File: src/design/vmsf_pkg.sv
// ============================================================================
// vmsf_pkg
// Shared types and constants of the volume median sign filter.
// ============================================================================
`default_nettype none

package vmsf_pkg;

  // Address field width that covers the largest supported ring store
  localparam int ADDR_WM = 26;

  // Input item kind
  typedef enum logic {
    OP_SAMPLE = 1'b0,
    OP_DRAIN  = 1'b1
  } opcode_e;

  // Configuration register indexes
  localparam logic [2:0] CFG_ENABLE = 3'd0;
  localparam logic [2:0] CFG_DIM_I  = 3'd1;
  localparam logic [2:0] CFG_DIM_J  = 3'd2;
  localparam logic [2:0] CFG_DIM_K  = 3'd3;
  localparam logic [2:0] CFG_LIMIT  = 3'd4;

  // Register file contents
  typedef struct packed {
    logic        en;
    logic [15:0] dim_i;
    logic [8:0]  dim_j;
    logic [8:0]  dim_k;
    logic [30:0] limit;
  } cfg_t;

  // Command handed from the front end to the back end
  typedef struct packed {
    logic               wr_en;
    logic [31:0]        wr_data;
    logic [ADDR_WM-1:0] wr_addr;
    logic               emit;
    logic               filt;
    logic               vol_end;
    logic [ADDR_WM-1:0] slot;
    logic [ADDR_WM-1:0] plane;
    logic [8:0]         row;
  } cmd_t;

endpackage

`default_nettype wire

File: src/design/vmsf_queue.sv
// ============================================================================
// vmsf_queue
// Small command FIFO between the front end and the back end.
// ============================================================================
`default_nettype none

module vmsf_queue
  import vmsf_pkg::*;
(
  input  wire  logic clk_i,
  input  wire  logic rst_ni,
  input  wire  logic push_i,
  input  wire  cmd_t push_data_i,
  output logic       full_o,
  input  wire  logic pop_i,
  output logic       valid_o,
  output cmd_t       head_o
);

  cmd_t       mem_q [4];
  logic [1:0] wp_q, rp_q;
  logic [2:0] cnt_q;

  assign full_o  = (cnt_q == 3'd4);
  assign valid_o = (cnt_q != 3'd0);
  assign head_o  = mem_q[rp_q];

  // storage
  always_ff @(posedge clk_i) begin
    if (push_i) mem_q[wp_q] <= push_data_i;
  end

  // pointers
  always_ff @(posedge clk_i or negedge rst_ni) begin
    if (!rst_ni) begin
      wp_q  <= '0;
      rp_q  <= '0;
      cnt_q <= '0;
    end else begin
      if (push_i) wp_q <= wp_q + 2'd1;
      if (pop_i)  rp_q <= rp_q + 2'd1;
      cnt_q <= cnt_q + {2'b0, push_i} - {2'b0, pop_i};
    end
  end

endmodule

`default_nettype wire

File: config.mk
export PLATFORM = sky130hd
export DESIGN_NAME = vmsf_queue
export DESIGN_NICKNAME = d
export VERILOG_FILES = /design/src/design/vmsf_pkg.sv /design/src/design/vmsf_queue.sv
export SDC_FILE = /design/constraint.sdc
export NUM_CORES = 1
export LEC_CHECK = 0
export BUFFER_PORTS_ARGS = -buffer_cell sky130_fd_sc_hd__buf_2
export CAP_MARGIN = 10
export CORE_ASPECT_RATIO = 0.8
export CORE_UTILIZATION = 55
export CTS_BUF_LIST = sky130_fd_sc_hd__clkbuf_8
export CTS_CLUSTER_DIAMETER = 50
export CTS_CLUSTER_SIZE = 14
export DETAILED_ROUTE_END_ITERATION = 7
export PLACE_DENSITY = 0.77
export SETUP_SLACK_MARGIN = 0.02
export SLEW_MARGIN = 20
export SYNTH_ARGS = -nofsm -noshare
export SYNTH_HDL_FRONTEND = slang
export SYNTH_SLANG_ARGS = --single-unit
File: constraint.sdc
create_clock -name clk_i -period 5.47 [get_ports clk_i]
set_input_delay 0.547 -clock clk_i [delete_from_list [all_inputs] [get_ports clk_i]]
set_output_delay 0.547 -clock clk_i [all_outputs]
set_load 0.05 [all_outputs]
==> results.sh, run 1 <==
export IMPL_status="finished clean"
export IMPL_netlist_area_leader_share_pct=81.56
export IMPL_final_cells=1400
export IMPL_maxSlewViolCount=0
export IMPL_r2r_end="mem_q[0][60]"
export IMPL_hold_viol_final=0
export IMPL_dp_slack_ps=2442
export IMPL_startpoint_type="flip-flop"
export IMPL_syn_area_per_cell_um2=26.76
export IMPL_power_frac_clock_pct=15.6
export IMPL_crit_path_max_fanout=44
export IMPL_whs_path_depth=1
export IMPL_post_route_min_period_ps=3515
export IMPL_cts_buffer_depth=3
export IMPL_fillers=2145
export IMPL_die_area_um2=33670
export IMPL_min_path_type="primary input to flip-flop"
export IMPL_vdd_drop_max_mv=0.5170
export IMPL_worst_setup_path_type="flip-flop to output port"
export IMPL_ios=252
export IMPL_post_cts_resize_count=0
export IMPL_dr_pass1_iters=4
export IMPL_drive_above_1_share_pct=45.25
export IMPL_yosysSeqAreaShare_pct=82.53
export IMPL_powerDensity_nw_per_um2=591.4
export IMPL_crit_path_top_delay_cell="dfrtp_4"
export IMPL_final_cell_mix="edfxtp_1 (492), buf_2 (251), mux4_2 (123)"
export IMPL_wire_per_inst_um=23.31
export IMPL_synth_seq_cells=499
export IMPL_rows=59
export IMPL_slew_limit_headroom_pct=36.79
export IMPL_core_um2=32480
export IMPL_gp_congestion=0.7260
export IMPL_swShare_pct=40.51
export IMPL_hp_start="push_data_i[90]"
export IMPL_drtAntennaViolNets=0
export IMPL_post_route_period_util_pct=64.26
export IMPL_worstPathCellList="buf_4 > mux4_2 > buf_2"
export IMPL_htreeDepth=2
export IMPL_first_global_vias=8348
export IMPL_crit_path_max_incr_delay_ps=1010
export IMPL_cts_root_buf="clkbuf_8"
export IMPL_drt_iter0_drc=593
export IMPL_antenna_found_initial=7
export IMPL_crit_path_end_kind="output port"
export IMPL_cts_tree="yes"
export IMPL_grt_pass1_wl_um=48390
export IMPL_fin_tns_setup_ps=0
export IMPL_layout_setup_ws_ps=1955
export IMPL_yosys_warnings=0
export IMPL_num_vias=7943
export IMPL_p_int_mw=7.247
export IMPL_grtUsageTotal_pct=19.64
export IMPL_finalSetupViolations=0
export IMPL_crit_buf_inv=2
export IMPL_critPathTopFamily="flip-flops"
export IMPL_rsz0062_at_grt="no"
export IMPL_cap_viol_max_count=0
export IMPL_grt_max_degree=76
export IMPL_p_seq_share_pct=43.8
export IMPL_die_w_um=204.9
export IMPL_synth_top_cells_by_area="edfxtp_1 (82%), mux4_2 (15%), dfrtp_1 (0.97%)"
export IMPL_synth_top_area_cell="edfxtp_1"
export IMPL_worst_slew_pin_slew_ps=948.2
export IMPL_post_cts_buffers=0
export IMPL_postCtsHoldBufs=1
export IMPL_pwr_share_comb_pct=40.6
export IMPL_nets=1088
export IMPL_synth_cell_types=18
export IMPL_start_util_pct=55.77
export IMPL_cts_sinks=499
export IMPL_syn_inst=677
export IMPL_wl_um=32630
export IMPL_dp_cells=1335
export IMPL_power_switching_mw=4.934
export IMPL_worstPathArrival_ps=2970
export IMPL_layout_commonest_cell="edfxtp_1"
export IMPL_clk_pin_slew_ps=90
export IMPL_vias_per_cell=5.674
export IMPL_fin_worst_skew_ps=22.79
export IMPL_die_y_um=164.3
export IMPL_place_hpwl_um=19110
export IMPL_fmax_mhz=284.5
export IMPL_post_route_util_pct=63.41
export IMPL_synth_net_count=811
export IMPL_min_delay_worst_endpoint="mem_q[2][90]"
export IMPL_portBuffers=251
export IMPL_syn2layout_area_growth_pct=13.69
export IMPL_remaining_drc_errors=0
export IMPL_rrSetupSlack_ps=3220
export IMPL_netlist_area_um2=18110
export IMPL_cts_buffers=43
export IMPL_p_leak_nw=6.956
export IMPL_cp_data_required_time_ps=4920
export IMPL_rr_startpoint="wp_q[0]"
export IMPL_worstRegToRegCells=4
export IMPL_clk_latency_ps=570
export IMPL_grt_ovfl_total=0
-- layer usage --
layer / vias up / GRT usage, % / share of wire, %
met5: - / 0 / 0
met4: 0 / 4.646 / 1.3
met3: 38 / 6.587 / 8.9
met2: 275 / 30.16 / 47
met1: 4173 / 27.56 / 43
li1: 3457 / - / -
-- worst register-to-register path, delay by kind of cell, from the launching register on --
kind	cells	cell delay [ps]
and+or+nand+nor	1	720
buffers and inverters	2	590
adders and majority gates	1	140
DFF	1	430
-- power by group through the flow --
stage,clock [mW],combinational (mW),sequential (mW)
6_report,1.90,4.94,5.34
5_1_grt,2.10,5.19,5.42
4_1_cts,1.96,5.02,5.36
3_5_place_dp,0,5.01,5.44
3_3_place_gp,0,4.96,5.40
2_1_floorplan,0,4.11,5.25
-- cell usage after synthesis --
| cell | count |
|---|---|
| xor2_1 | 2 |
| buf_6 | 6 |
| and3_1 | 1 |
| o21ai_0 | 1 |
| inv_1 | 6 |
| ha_1 | 6 |
| buf_8 | 1 |
| xnor2_1 | 3 |
| or3_1 | 1 |
| clkbuf_1 | 5 |
| mux4_2 | 123 |
| nand2_1 | 2 |
| buf_4 | 1 |
| and2_1 | 4 |
| buf_2 | 15 |
| edfxtp_1 | 492 |
| fa_1 | 1 |
| dfrtp_1 | 7 |
-- worst max path at each step --
stage                        from     endpoint  slack, ps  cells after the start
after global placement    rp_q[0]  head_o[107]       2460                      3
after global routing      rp_q[0]  head_o[107]       1680                      3
after detailed placement  rp_q[0]  head_o[107]       2440                      3
after CTS                 rp_q[0]  head_o[107]       1780                      3
after floorplan           wp_q[0]  mem_q[0][0]       1530                      3
final                     rp_q[0]  head_o[107]       1950                      3
-- state kept, by name, indices dropped and copies added, names as in the netlist --
| name | flops |
|---|---|
| mem_q | 492 |
| wp_q | 2 |
| cnt_q | 3 |
| rp_q | 2 |
-- cell type report --
class	count	area, µm²	share of cell area (%)
inverter	6	22.52	0.1094
clock buffer	46	633.1	3.074
clock inverter	13	65.06	0.3159
tap	427	534.3	2.594
multi-input combinational	144	2969	14.42
sequential	499	14960	72.62
antenna	5	12.51	0.06075
timing repair buffer	260	1401	6.804
-- stage by stage --
stage,hold WS [ps],area [µm²],total power [mW]
after global placement,385.6,19870,10.36
after floorplan,251.4,18110,9.361
after CTS,134.3,20580,12.34
after detailed placement,398.5,19870,10.45
after global routing,125.1,20580,12.71
final,177.2,20590,12.18
-- kinds of logic after synthesis --
family          Yosys count  share of synthesized area, %
flops                   499                         82.53
mux                     123                         15.29
buf+inv                  34                         1.140
simple gates              8                        0.2487
fa+ha+maj                 7                        0.5249
xor+xnor                  5                        0.2418
compound gates            1                       0.02760
Note: power is estimated with default switching activity, not from simulation.
==> run 2: changes to the inputs <==
ABC_AREA = 1   (was not set)
PLACE_DENSITY = 0.79   (was 0.77)
clock period = 3 ns   (was 5.47 ns; I/O delays follow)
==> run 2 against run 1 <==
Sequential power grew 78%. Die area grew 17%. Design area grew 20%. Critical endpoint is now head_o[98]. Highest routed layer is now met5. Via count grew 78%. First-iteration DRC count grew 64%. Clock skew shrank 6.2 ps. Clock power grew 89%. Synthesized cell count grew to 2.9 times the previous value. Register-to-register slack lost 1900 ps. Clock-buffer cell count is the same. Global-route usage grew 3.5 points. Critical path type unchanged.
==> results.sh, run 2 <==
export IMPL_remaining_drc_errors=0
export IMPL_maxSlewViolCount=0
export IMPL_yosysSeqAreaShare_pct=70.65
export IMPL_synth_seq_cells=499
export IMPL_grt_pass1_wl_um=70840
export IMPL_post_route_min_period_ps=2846
export IMPL_hold_viol_final=0
export IMPL_cap_viol_max_count=0
export IMPL_die_y_um=177.4
export IMPL_worst_setup_path_type="flip-flop to output port"
export IMPL_dr_pass1_iters=5
export IMPL_final_cells=2838
export IMPL_slew_limit_headroom_pct=25.73
export IMPL_rsz0062_at_grt="no"
export IMPL_worst_slew_pin_slew_ps=1114
export IMPL_grt_ovfl_total=0
export IMPL_grtUsageMet1_pct=29.02
export IMPL_place_hpwl_um=25060
export IMPL_pwr_share_comb_pct=48.8
export IMPL_netlist_area_um2=21160
export IMPL_power_switching_mw=12.18
export IMPL_syn_inst=1974
export IMPL_wire_per_inst_um=15.89
export IMPL_grt_max_degree=249
export IMPL_start_util_pct=56.51
export IMPL_p_leak_nw=11.53
export IMPL_synth_edff_count=492
export IMPL_cts_sinks=499
export IMPL_worstPathArrival_ps=2550
export IMPL_busiest_layer="met2"
export IMPL_yosys_warnings=0
export IMPL_gp_congestion=0.7831
export IMPL_dp_slack_ps=788.3
export IMPL_die_w_um=221.3
export IMPL_cpMostUsedCell="nand2_1"
export IMPL_syn_area_per_cell_um2=10.72
export IMPL_drtAntennaViolNets=0
export IMPL_post_cts_buffers=0
export IMPL_crit_path_max_fanout=248
export IMPL_layout_setup_ws_ps=154.0
export IMPL_htreeDepth=2
export IMPL_p_int_mw=13.35
export IMPL_fillers=2698
export IMPL_swShare_pct=47.71
export IMPL_worstPathCellList="buf_16 > nand2_1 > nand3_1 > nand2_1 > buf_2"
export IMPL_startpoint_type="flip-flop"
export IMPL_largest_reg_flops=492
export IMPL_crit_path_max_incr_delay_ps=670
export IMPL_power_mw=25.53
export IMPL_cts_tree="yes"
export IMPL_power_frac_clock_pct=14.1
export IMPL_met2_usage_pct=40.52
export IMPL_drive_above_1_share_pct=13.98
export IMPL_syn2layout_area_growth_pct=17.11
export IMPL_cts_buffers=43
export IMPL_crit_path_end_kind="output port"
export IMPL_fmax_mhz=351.4
export IMPL_post_route_util_pct=66.18
export IMPL_use_met3_pct=4.073
export IMPL_die_area_um2=39270
export IMPL_min_path_type="primary input to async pin"
export IMPL_rows=63
export IMPL_synth_net_count=2108
export IMPL_clk_pin_slew_ps=80
export IMPL_fin_tns_setup_ps=0
export IMPL_synth_top_flop_cell="edfxtp_1"
export IMPL_status="finished clean"
export IMPL_wl_um=45090
export IMPL_cp_data_required_time_ps=2700
export IMPL_regArea_um2=14960
export IMPL_clk_latency_ps=590
export IMPL_regMostFlops="mem_q"
export IMPL_post_route_period_util_pct=94.87
export IMPL_netlist_area_leader_share_pct=69.82
export IMPL_vias_per_cell=4.974
export IMPL_fin_area_um2=24780
export IMPL_fin_worst_skew_ps=16.57
export IMPL_crit_path_top_delay_cell="buf_16"
export IMPL_portBuffers=251
export IMPL_num_vias=14120
export IMPL_multi_input_area_um2=3722
export IMPL_startpoint="rp_q[0]"
export IMPL_ios=252
export IMPL_layout_commonest_cell="nand2_1"
export IMPL_dp_cells=2646
export IMPL_synth_most_common_cell="nand2_1"
export IMPL_core_um2=37440
export IMPL_cts_root_buf="clkbuf_8"
export IMPL_finalSetupViolations=0
export IMPL_first_global_vias=14140
export IMPL_synth_cell_types=16
export IMPL_nets=2464
export IMPL_grtUsageTotal_pct=23.10
export IMPL_place_area_um2=22770
export IMPL_p_seq_share_pct=37.1
export IMPL_final_cell_mix="nand2_1 (626), inv_1 (509), edfxtp_1 (492)"
export IMPL_antenna_found_initial=5
export IMPL_vdd_drop_max_mv=0.9506
export IMPL_top_regs="mem_q x492, cnt_q x3"
export IMPL_cts_buffer_depth=3
export IMPL_rr_startpoint="cnt_q[0]"
export IMPL_critPathTopFamily="buffers and inverters"
export IMPL_crit_buf_inv=2
export IMPL_powerDensity_nw_per_um2=1030
export IMPL_synth_top_area_cell="edfxtp_1"
export IMPL_ys_async_sr_fraction_pct=1.403
export IMPL_whs_ps=89.19
export IMPL_synth_top_cells_by_area="edfxtp_1 (70%), nand2_1 (11%), inv_1 (8.9%)"
export IMPL_synth_common_cells="nand2_1 (626), inv_1 (504), edfxtp_1 (492)"
export IMPL_drt_iter0_drc=970
run 2: cells by family (layout without fill, tap and decap cells):
family | after synthesis | in the layout | synth area share [%]
AND/OR/NAND/NOR | 875 | 875 | 16.99
adder cells (fa/ha/maj) | 7 | 7 | 0.4494
buffers and inverters | 589 | 962 | 11.76
AO/OA/AOI/OAI | 1 | 1 | 0.02363
XOR/XNOR | 3 | 3 | 0.1242
flip-flops | 499 | 499 | 70.65
other | 0 | 4 | 0
run 2: layout make-up:
class | instances | area share, %
Multi-Input combinational cell | 886 | 15.02
Sequential cell | 499 | 60.36
Tap cell | 487 | 2.459
Inverter | 506 | 7.756
Clock inverter | 16 | 0.3989
Clock buffer | 46 | 2.555
Timing Repair Buffer | 394 | 11.41
Antenna cell | 4 | 0.04039
run 2: worst paths after layout:
path / cells after the start / slack, ps / to
min in group clk_i: 2 / 460 / mem_q[2][85]
worst min register to register: 2 / 520 / cnt_q[2]
worst max-delay path: 5 / 150 / head_o[98]
max in group asynchronous: 2 / 2700 / rp_q[1]
worst min-delay path: 2 / 90 / cnt_q[0]
worst max register to register: 9 / 1290 / cnt_q[2]
run 2: routing by layer:
layer,routed length (µm),share of wire (%)
met4,1190,2.6
met1,18700,41
met2,22490,50
met5,10,0.022
met3,2710,6.0
run 2: timing repair:
action | in CTS | in global routing
endpoints found under the hold margin | 502 | 0
gates resized for setup | 0 | 1
setup endpoints to repair | 0 | 1
hold buffers | 126 | 0
run 2: power by group through the flow:
stage	Clock [mW]	Sequential (mW)	Combinational [mW]
after floorplan	0	9.55	9.55
after global placement	0	9.58	12.1
after detailed placement	0	9.63	12.3
after CTS	3.69	9.48	12.5
after global routing	3.94	9.58	13.4
final	3.60	9.48	12.5
