===== src/design/vmsf_pkg.sv =====
// ============================================================================
// vmsf_pkg
// Shared types and constants of the volume median sign filter.
// ============================================================================
`default_nettype none

package vmsf_pkg;

  // Address field width that covers the largest supported ring store
  localparam int ADDR_WM = 26;

  // Input item kind
  typedef enum logic {
    OP_SAMPLE = 1'b0,
    OP_DRAIN  = 1'b1
  } opcode_e;

  // Configuration register indexes
  localparam logic [2:0] CFG_ENABLE = 3'd0;
  localparam logic [2:0] CFG_DIM_I  = 3'd1;
  localparam logic [2:0] CFG_DIM_J  = 3'd2;
  localparam logic [2:0] CFG_DIM_K  = 3'd3;
  localparam logic [2:0] CFG_LIMIT  = 3'd4;

  // Register file contents
  typedef struct packed {
    logic        en;
    logic [15:0] dim_i;
    logic [8:0]  dim_j;
    logic [8:0]  dim_k;
    logic [30:0] limit;
  } cfg_t;

  // Command handed from the front end to the back end
  typedef struct packed {
    logic               wr_en;
    logic [31:0]        wr_data;
    logic [ADDR_WM-1:0] wr_addr;
    logic               emit;
    logic               filt;
    logic               vol_end;
    logic [ADDR_WM-1:0] slot;
    logic [ADDR_WM-1:0] plane;
    logic [8:0]         row;
  } cmd_t;

endpackage

`default_nettype wire


===== src/design/vmsf_front.sv =====
// ============================================================================
// vmsf_front
// Accepts items, tracks ring pointer, pending count and emit position, and
// decides for each item whether a voxel is emitted and whether it may filter.
// ============================================================================
`default_nettype none

module vmsf_front
  import vmsf_pkg::*;
#(
  parameter int MAX_ROW_LEN = 256,
  parameter int MAX_ROWS    = 256
) (
  input  wire  logic        clk_i,
  input  wire  logic        rst_ni,
  input  wire  cfg_t        cfg_i,
  input  wire  logic        valid_i,
  output logic              ready_o,
  input  wire  logic        opcode_i,
  input  wire  logic [31:0] depth_i,
  input  wire  logic        full_i,
  output logic              push_o,
  output cmd_t              cmd_o
);

  localparam int DEPTH = 2 * MAX_ROWS * MAX_ROW_LEN + 2 * MAX_ROW_LEN + 3;
  localparam int AW    = $clog2(DEPTH);
  localparam int PW    = AW + 1;
  localparam int CW    = AW + 2;

  logic [AW-1:0] wr_q, wr_inc, wr_n;
  logic [PW-1:0] pend_q, pend_inc, pend_n;
  logic [15:0]   ei_q, ni;
  logic [8:0]    ej_q, ek_q, nj, nk;
  logic [17:0]   plane;
  logic [18:0]   lag;
  logic [CW-1:0] diff, slot;
  logic          is_data, emit, accept, in_i, in_j, in_k;

  assign ready_o = !full_i;
  assign accept  = valid_i && !full_i;
  assign is_data = (opcode_i == OP_SAMPLE);

  // clamped dimensions and lag
  always_comb begin
    ni = (cfg_i.dim_i == 16'd0) ? 16'd1 : cfg_i.dim_i;
    if (cfg_i.dim_j == 9'd0)                      nj = 9'd1;
    else if (32'(cfg_i.dim_j) > 32'(MAX_ROWS))    nj = 9'(MAX_ROWS);
    else                                          nj = cfg_i.dim_j;
    if (cfg_i.dim_k == 9'd0)                      nk = 9'd1;
    else if (32'(cfg_i.dim_k) > 32'(MAX_ROW_LEN)) nk = 9'(MAX_ROW_LEN);
    else                                          nk = cfg_i.dim_k;
    plane = {9'b0, nj} * {9'b0, nk};
    lag   = {1'b0, plane} + {10'b0, nk} + 19'd1;
  end

  // pointer and pending updates, emit decision, slot of the oldest voxel
  always_comb begin
    wr_inc   = (wr_q == AW'(DEPTH - 1)) ? '0 : wr_q + 1'b1;
    pend_inc = (pend_q < PW'(DEPTH)) ? pend_q + 1'b1 : pend_q;
    if (is_data) begin
      wr_n   = wr_inc;
      pend_n = pend_inc;
      emit   = (32'(pend_inc) > 32'(lag));
    end else begin
      wr_n   = wr_q;
      pend_n = pend_q;
      emit   = (pend_q != '0);
    end
    diff = {2'b0, wr_n} - {1'b0, pend_n};
    slot = diff[CW-1] ? diff + CW'(DEPTH) : diff;
    in_i = (ei_q != 16'd0) && ({1'b0, ei_q} + 17'd1 < {1'b0, ni});
    in_j = (ej_q != 9'd0)  && ({1'b0, ej_q} + 10'd1 < {1'b0, nj});
    in_k = (ek_q != 9'd0)  && ({1'b0, ek_q} + 10'd1 < {1'b0, nk});
  end

  // command
  always_comb begin
    cmd_o.wr_en   = is_data;
    cmd_o.wr_data = depth_i;
    cmd_o.wr_addr = ADDR_WM'(wr_q);
    cmd_o.emit    = emit;
    cmd_o.filt    = is_data && cfg_i.en && in_i && in_j && in_k;
    cmd_o.vol_end = ({1'b0, ei_q} + 17'd1 == {1'b0, ni}) &&
                    ({1'b0, ej_q} + 10'd1 == {1'b0, nj}) &&
                    ({1'b0, ek_q} + 10'd1 == {1'b0, nk});
    cmd_o.slot    = ADDR_WM'(slot[AW-1:0]);
    cmd_o.plane   = ADDR_WM'(plane);
    cmd_o.row     = nk;
    push_o        = accept && (is_data || emit);
  end

  // state
  always_ff @(posedge clk_i or negedge rst_ni) begin
    if (!rst_ni) begin
      wr_q   <= '0;
      pend_q <= '0;
      ei_q   <= '0;
      ej_q   <= '0;
      ek_q   <= '0;
    end else if (accept) begin
      wr_q <= wr_n;
      if (emit) begin
        pend_q <= pend_n - 1'b1;
        if ({1'b0, ek_q} + 10'd1 < {1'b0, nk}) begin
          ek_q <= ek_q + 9'd1;
        end else begin
          ek_q <= '0;
          if ({1'b0, ej_q} + 10'd1 < {1'b0, nj}) begin
            ej_q <= ej_q + 9'd1;
          end else begin
            ej_q <= '0;
            ei_q <= ({1'b0, ei_q} + 17'd1 < {1'b0, ni}) ? ei_q + 16'd1 : 16'd0;
          end
        end
      end else begin
        pend_q <= pend_n;
      end
    end
  end

endmodule

`default_nettype wire


===== config.mk =====
export PLATFORM = sky130hd
export DESIGN_NAME = vmsf_front
export DESIGN_NICKNAME = d
export VERILOG_FILES = /design/src/design/vmsf_pkg.sv /design/src/design/vmsf_front.sv
export SDC_FILE = /design/constraint.sdc
export NUM_CORES = 1
export LEC_CHECK = 0
export BUFFER_PORTS_ARGS = -buffer_cell sky130_fd_sc_hd__buf_2
export CAP_MARGIN = 20
export CORE_MARGIN = 3
export CORE_UTILIZATION = 39
export CTS_BUF_LIST = sky130_fd_sc_hd__clkbuf_2 sky130_fd_sc_hd__clkbuf_4 sky130_fd_sc_hd__clkbuf_8
export CTS_CLUSTER_SIZE = 20
export DETAILED_ROUTE_END_ITERATION = 10
export GPL_TIMING_DRIVEN = 0
export PLACE_DENSITY = 0.7
export SLEW_MARGIN = 15
export SYNTH_ARGS = -nofsm -noshare
export SYNTH_HDL_FRONTEND = slang
export SYNTH_SLANG_ARGS = --single-unit
export TNS_END_PERCENT = 20

===== constraint.sdc =====
create_clock -name clk_i -period 13 [get_ports clk_i]
set_clock_uncertainty 0.2 [all_clocks]
set_input_delay 3.25 -clock clk_i [delete_from_list [all_inputs] [get_ports clk_i]]
set_output_delay 3.25 -clock clk_i [all_outputs]
set_load 0.02 [all_outputs]

==> out/results.tsv, run 1 <==
metric	value	unit
drc	0	
gp_congestion	0.9471	
violations	negative setup slack	
async_flop_share	1.000	
hp-start	ek_q[8]$_DFFE_PN0P_	
rsz0062_at_grt	true	
antenna_found_initial	0	
synth_cells	1467	
outcome	complete, but fails checks	
synth_top_area_share	0.1559	
worstSetupStartpoint	cfg_i[46]	
grt_max_degree	56	
drtAntennaViolNets	0	
dp_cells	2009	
worstHoldPathType	reg2reg	
ctsHoldBuffers	0	
drive_gt1_frac	0.2544	
clock_latency	390	ps
crit_required	9550	ps
grt_pass1_vias	10880	
syn_avg_cell_area	7.768	um^2
diodes	0	
cts_buffers	9	
r2r-end	pend_q[10]$_DFFE_PN0P_	
slowest_stage	fa_1	
hold_viol_final	0	
avgViaCountPerCell	5.358	
cp_max_fo	5	
slew_headroom	0.2626	
synth_seq_cells	71	
critical_path_class	in2out	
syn_to_final_growth	25.54	%
dr.pass1.iters	7	
rrSetupSlack	5630	ps
setup_ws	-412.4	ps
crit_path_max_incr_delay	550	ps
dp.final_hpwl	25.98	mm
syn_area	11400	um^2
rr_worst_depth	39	
endpoint	cmd_o[63]	
min_period	13410	ps
clkSinkCount	71	
drt_first_iter_violations	961	
routed-via-count	11380	
die_width	176.9	um
crit_arrival	9960	ps
rr_startpoint	pend_q[1]$_DFFE_PN0P_	
die_h	176.9	um
cts_tree	yes	
h-tree-depth	3	
dp_slack	-1433	ps
synth_top_cells_by_area	dfrtp_1, ha_1, fa_1, xnor2_1, nor2_1	
instances_no_fill	2123	
synth_ff_type	dfrtp_1	
initial_core_util	0.4025	
core	28320	um^2
yosysSeqAreaShare	0.1559	
portBuffers	140	
fmax	74.56	MHz
slew_viol_final	0	
root_buffer	clkbuf_8	
grt_use_total	0.2178	
yosysTopAreaCell	dfrtp_1	
leakage	7.118	nW
p_per_area	132.6	nW/um^2
fin_crit_sh	1.032	
die-area	31310	um^2
io_pins	228	
synth_edf_count	0	
ys_warn_count	0	
globalRoute.totalOverflow	0	
tightest_slew	1098	ps
ir_worst_vdd	0.09471	mV
wl_per_cell	16.26	um
drv_cap	0	
worstSetupStartpointType	input port	
setup_violations	1	
placementRows	61	
yosysUniqueCellTypes	77	
cts.clk_slew.worst_paths	90	ps
crit_path_end_kind	output pin	
wirelength	34.53	mm
grt_pass1_wl	55.27	mm
nets	2024	
cts_buffer_depth	2	
[how the worst min path moves through the flow]
stage | to | depth (start not counted) | slack (ps)
5_1_grt | pend_q[13]$_DFFE_PN0P_ | 1 | 360
2_1_floorplan | ek_q[8]$_DFFE_PN0P_ | 2 | 250
3_3_place_gp | ek_q[8]$_DFFE_PN0P_ | 2 | 270
4_1_cts | ek_q[8]$_DFFE_PN0P_ | 2 | 300
3_5_place_dp | ek_q[8]$_DFFE_PN0P_ | 2 | 280
6_report | ek_q[8]$_DFFE_PN0P_ | 2 | 310
[where the power goes]
part	switching, W	internal, W	total, W
Combinational	0.000833	0.000568	0.00140
Clock	0.000103	0.0000919	0.000195
Sequential	0.0000437	0.000258	0.000301
[worst max-delay path: cells and delay by family]
kind / cells / cell delay, ps
buf+inv: 11 / 1040
fa+ha+maj: 6 / 2360
simple gates: 6 / 1480
xor+xnor: 2 / 380
compound gates: 8 / 1420
[layer usage]
layer,up-vias,part of all wire,GRT usage,routed length (um)
met4,0,0.035,0.07005,1224
met5,-,0,0,0
li1,5477,-,-,-
met3,91,0.074,0.03968,2554
met1,5333,0.43,0.2907,14700
met2,475,0.46,0.3577,16050
[Yosys cell counts (11+ instances only)]
master / count
nor2_1: 143
nand2_1: 141
inv_1: 138
ha_1: 129
xnor2_1: 100
o21ai_0: 72
dfrtp_1: 71
nand3_1: 61
xor2_1: 61
buf_4: 58
fa_1: 52
a21oi_1: 51
clkbuf_1: 37
nor3_1: 32
nand4_1: 30
nor2b_1: 30
a21o_1: 19
and3_1: 19
nor4_1: 19
nand2b_1: 15
o21a_1: 14
and2_1: 13
a22o_1: 11
buf_2: 11
or3_1: 11
[area by class of cell]
class                           instances  area (um^2)
Buffer                                109        706.9
Clock buffer                           10        131.4
Clock inverter                          6        68.82
Fill cell                            2653        14010
Inverter                              143        571.8
Multi-Input combinational cell       1166         9030
Sequential cell                        71         1777
Tap cell                              378        473.0
Timing Repair Buffer                  240         1548
[cells by family (layout without fill, tap and decap cells)]
kind of cell,after synthesis,count (layout),synth area share
fa+ha+maj,181,181,0.2330
mux,5,5,0.004611
compound gates,245,245,0.1402
xor+xnor,161,161,0.1237
simple gates,550,550,0.2373
flops,71,71,0.1559
buf+inv,253,508,0.1050
other cells,1,24,0.0003291
[flip-flops by register name, indices dropped and copies added (netlist names)]
register / count
ej_q: 9
ei_q: 16
ek_q: 9
pend_q: 19
wr_q: 18
[per-stage QoR]
stage               total power, W  instance area (um^2)  TNS, ps    util  hold slack (ps)
global placement          0.001554                 12840    -1367  0.4536            266.8
finish                    0.001897                 14310   -412.4  0.5052            305.1
floorplan                 0.001260                 11670   -261.6       -            249.8
global route              0.002057                 14310    -2005  0.5052            355.4
CTS                       0.001871                 14160   -384.8  0.4999            304.7
detailed placement        0.001585                 12870    -1433  0.4546            282.4
[layout by cell type, fill, tap and decap left out, types with 7 or more instances in the layout]
cell	synthesis	final
buf_4	58	153
buf_2	11	142
nand2_1	141	138
nor2_1	143	136
inv_1	138	126
ha_1	129	122
xnor2_1	100	92
dfrtp_1	71	71
o21ai_0	72	68
nand3_1	61	59
xor2_1	61	58
fa_1	52	51
a21oi_1	51	42
clkbuf_1	37	32
nand4_1	30	30
nor3_1	32	30
conb_1	1	24
nor2b_1	30	20
a21o_1	19	19
and3_1	19	19
nand2b_1	15	15
nor4_1	19	14
o21a_1	14	14
buf_6	2	13
clkbuf_8	0	12
and2_1	13	12
a22o_1	11	11
inv_2	1	10
nor2b_4	0	10
or3_1	11	10
o211ai_1	9	9
a21oi_2	0	8
o31ai_1	10	8
or2_2	8	7
a211oi_1	7	7
[timing repair]
| action | CTS | global route |
|---|---|---|
| setup buffers | 97 | 5 |
| pin swaps | 40 | 12 |
| cloned | 0 | 1 |
| endpoints found under the setup margin | 1 | 18 |
| resized for setup | 88 | 29 |
Power figures use the tool's default switching activity.
==> run 2: changes to the inputs <==
Settings changed: CELL_PAD_IN_SITES_DETAIL_PLACEMENT set to 0, CELL_PAD_IN_SITES_GLOBAL_PLACEMENT set to 2, CORE_UTILIZATION 39 to 30, PLACE_DENSITY 0.7 to 0.87.
==> run 2 against run 1 <==
The run still ends with negative setup slack left. Global-route usage fell by 4.8 points. Non-clock buffer count fell by 50. Die area rose by 29%. First-iteration DRC count fell by 43%. Register-to-register slack improved by 280 ps. Highest routed layer unchanged.
==> out/results.tsv, run 2 (same netlist as run 1, synthesis figures left out) <==
metric	value	unit	change
crit_path_max_incr_delay	570	ps	+20 ps
dr.pass1.iters	5		-2
diodes	0		unchanged
avgViaCountPerCell	4.891		-8.7%
clock_latency	380	ps	about the same
drc	0		unchanged
die-area	40360	um^2	+29%
initial_core_util	0.3076		-0.09486
die_h	200.9	um	+14%
rsz0062_at_grt	true		
r2r-end	pend_q[10]$_DFFE_PN0P_		
fin_tns_setup	-668.2	ps	-255.8 ps
syn_to_final_growth	22.05	%	
die_width	200.9	um	+14%
root_buffer	clkbuf_8		
rr_worst_depth	38		-2.6%
clkSinkCount	71		unchanged
p_per_area	133.3	nW/um^2	+0.52%
cts.clk_slew.worst_paths	80	ps	about the same
worstSetupStartpointType	input port		
p_seq_frac	0.161		+0.002
ir_worst_vdd	0.06487	mV	-32%
crit_required	9550	ps	about the same
p_sw_frac	0.5265		+0.01004
worstSetupStartpoint	cfg_i[41]		
slowest_stage	fa_1		
final_common_cell	buf_2		
ctsHoldBuffers	0		unchanged
top_regs	pend_q: 19 flops, wr_q: 18 flops, ei_q: 16 flops		
wirelength	35.12	mm	+1.7%
multi_input_area	8959	um^2	-0.79%
slew_headroom	0.3200		+0.05745
placementRows	70		+15%
fillers	3882		+46%
fin_crit_sh	1.051		+0.01968
leakage	6.813	nW	-4.3%
worstHoldPathType	reg2reg		
rrSetupSlack	5910	ps	+280 ps
antenna_found_initial	0		unchanged
outcome	complete, but fails checks		
min_period	13670	ps	+255.8 ps
grt_pass1_vias	10790		-0.86%
grt_max_degree	39		-30%
nets	1974		-2.5%
final_cell_mix	buf_2, nand2_1, nor2_1, inv_1, ha_1		
drv_cap	0		unchanged
dp_slack	-1555	ps	-122.3 ps
endpoint	cmd_o[63]		
io_pins	228		unchanged
netSwitchingPower	0.0009761	W	-0.37%
crit_arrival	10220	ps	+260 ps
critical_path_class	in2out		
largest_reg_flops	19		unchanged
cts_buffer_depth	2		unchanged
globalRoute.totalOverflow	0		unchanged
crit_path_end_kind	output pin		
cp_max_fo	6		+1
p_clk_frac	0.094		-0.009
p_comb_frac	0.746		+0.008
grt_use_total	0.1703		-0.04750
gp_congestion	0.8956		-5.4%
rr_startpoint	pend_q[14]$_DFFE_PN0P_		
cts_tree	yes		
drtAntennaViolNets	0		unchanged
p_int	0.0008779	W	-4.3%
dp.final_hpwl	28.22	mm	+8.6%
portBuffers	140		unchanged
drt_first_iter_violations	550		-43%
drive_gt1_frac	0.2277		-0.02671
wl_per_cell	15.97	um	-1.8%
setup_violations	1		unchanged
violations	negative setup slack		
seqCellArea	1777	um^2	unchanged
tightest_slew	1012	ps	-85.52 ps
core	37050	um^2	+31%
cts_buffers	9		unchanged
hold_viol_final	0		unchanged
fmax	73.16	MHz	-1.9%
h-tree-depth	3		unchanged
setup_ws	-668.2	ps	-255.8 ps
top_register	pend_q		
final_core_util	0.3754		-0.1298
grt_pass1_wl	56.52	mm	+2.3%
routed-via-count	10760		-5.5%
slew_viol_final	0		unchanged
## run 2: cell types whose count changed in the layout (fill, tap and decap cells not counted), sizes merged
cell | before | now
buf | 312 | 263
bufinv | 1 | 0
clkbuf | 47 | 46
clkinv | 6 | 7
clkinvlp | 4 | 3
inv | 138 | 139
## run 2: worst min path at each step
| stage | startpoint | end | cells past startpoint |
|---|---|---|---|
| finish | ek_q[8]$_DFFE_PN0P_ | ek_q[8]$_DFFE_PN0P_ | 2 |
| global route | ek_q[8]$_DFFE_PN0P_ | ek_q[8]$_DFFE_PN0P_ | 2 |
| CTS | ek_q[8]$_DFFE_PN0P_ | ek_q[8]$_DFFE_PN0P_ | 2 |
| detailed placement | ek_q[8]$_DFFE_PN0P_ | ek_q[8]$_DFFE_PN0P_ | 2 |
| global placement | ek_q[8]$_DFFE_PN0P_ | ek_q[8]$_DFFE_PN0P_ | 2 |
| floorplan | ek_q[8]$_DFFE_PN0P_ | ek_q[8]$_DFFE_PN0P_ | 2 |
## run 2: cell type report
cell class	instances	share of cell area
Buffer	108	0.04858
Clock buffer	10	0.009446
Clock inverter	6	0.003239
Inverter	143	0.04039
Multi-Input combinational cell	1166	0.6441
Sequential cell	71	0.1277
Tap cell	504	0.04534
Timing Repair Buffer	191	0.08114
## run 2: timing repair
action,in CTS,in global routing
resized for setup,52,37
endpoints found under the setup margin,1,17
buffers inserted,40,10
pin swaps,19,30
## run 2: through the flow
stage	hold WS, ps	total power (W)	area [um^2]	cells
4_1_cts	290.4	0.001848	13700	2191
6_report	288.1	0.001854	13910	2199
5_1_grt	355.0	0.002024	13910	2199
2_1_floorplan	249.8	0.001260	11670	1490
3_5_place_dp	270.2	0.001605	13030	2135
3_3_place_gp	264.4	0.001586	13000	2134
## run 2: layer usage
layer  share of wire  vias up  routed length [um]  GRT usage
met5               0        -                   0          0
met4           0.029        0                1010    0.05320
met3           0.042       58                1491    0.02222
met2            0.47      270               16380     0.2834
met1            0.46     5057               16240     0.2299
li1                -     5370                   -          -
## run 2: critical path, delay by kind of cell
kind                     cells  cell delay (ps)
AO/OA/AOI/OAI                6             1100
XOR/XNOR                     1              140
adder cells (fa/ha/maj)      6             2680
buffers and inverters        8              750
AND/OR/NAND/NOR              9             2280
## run 2: power groups by stage
stage	Clock, W	Combinational, W	Sequential [W]
floorplan	0	0.000964	0.000296
global placement	0	0.00128	0.000301
detailed placement	0	0.00130	0.000302
CTS	0.000184	0.00137	0.000298
global route	0.000189	0.00153	0.000306
finish	0.000174	0.00138	0.000298
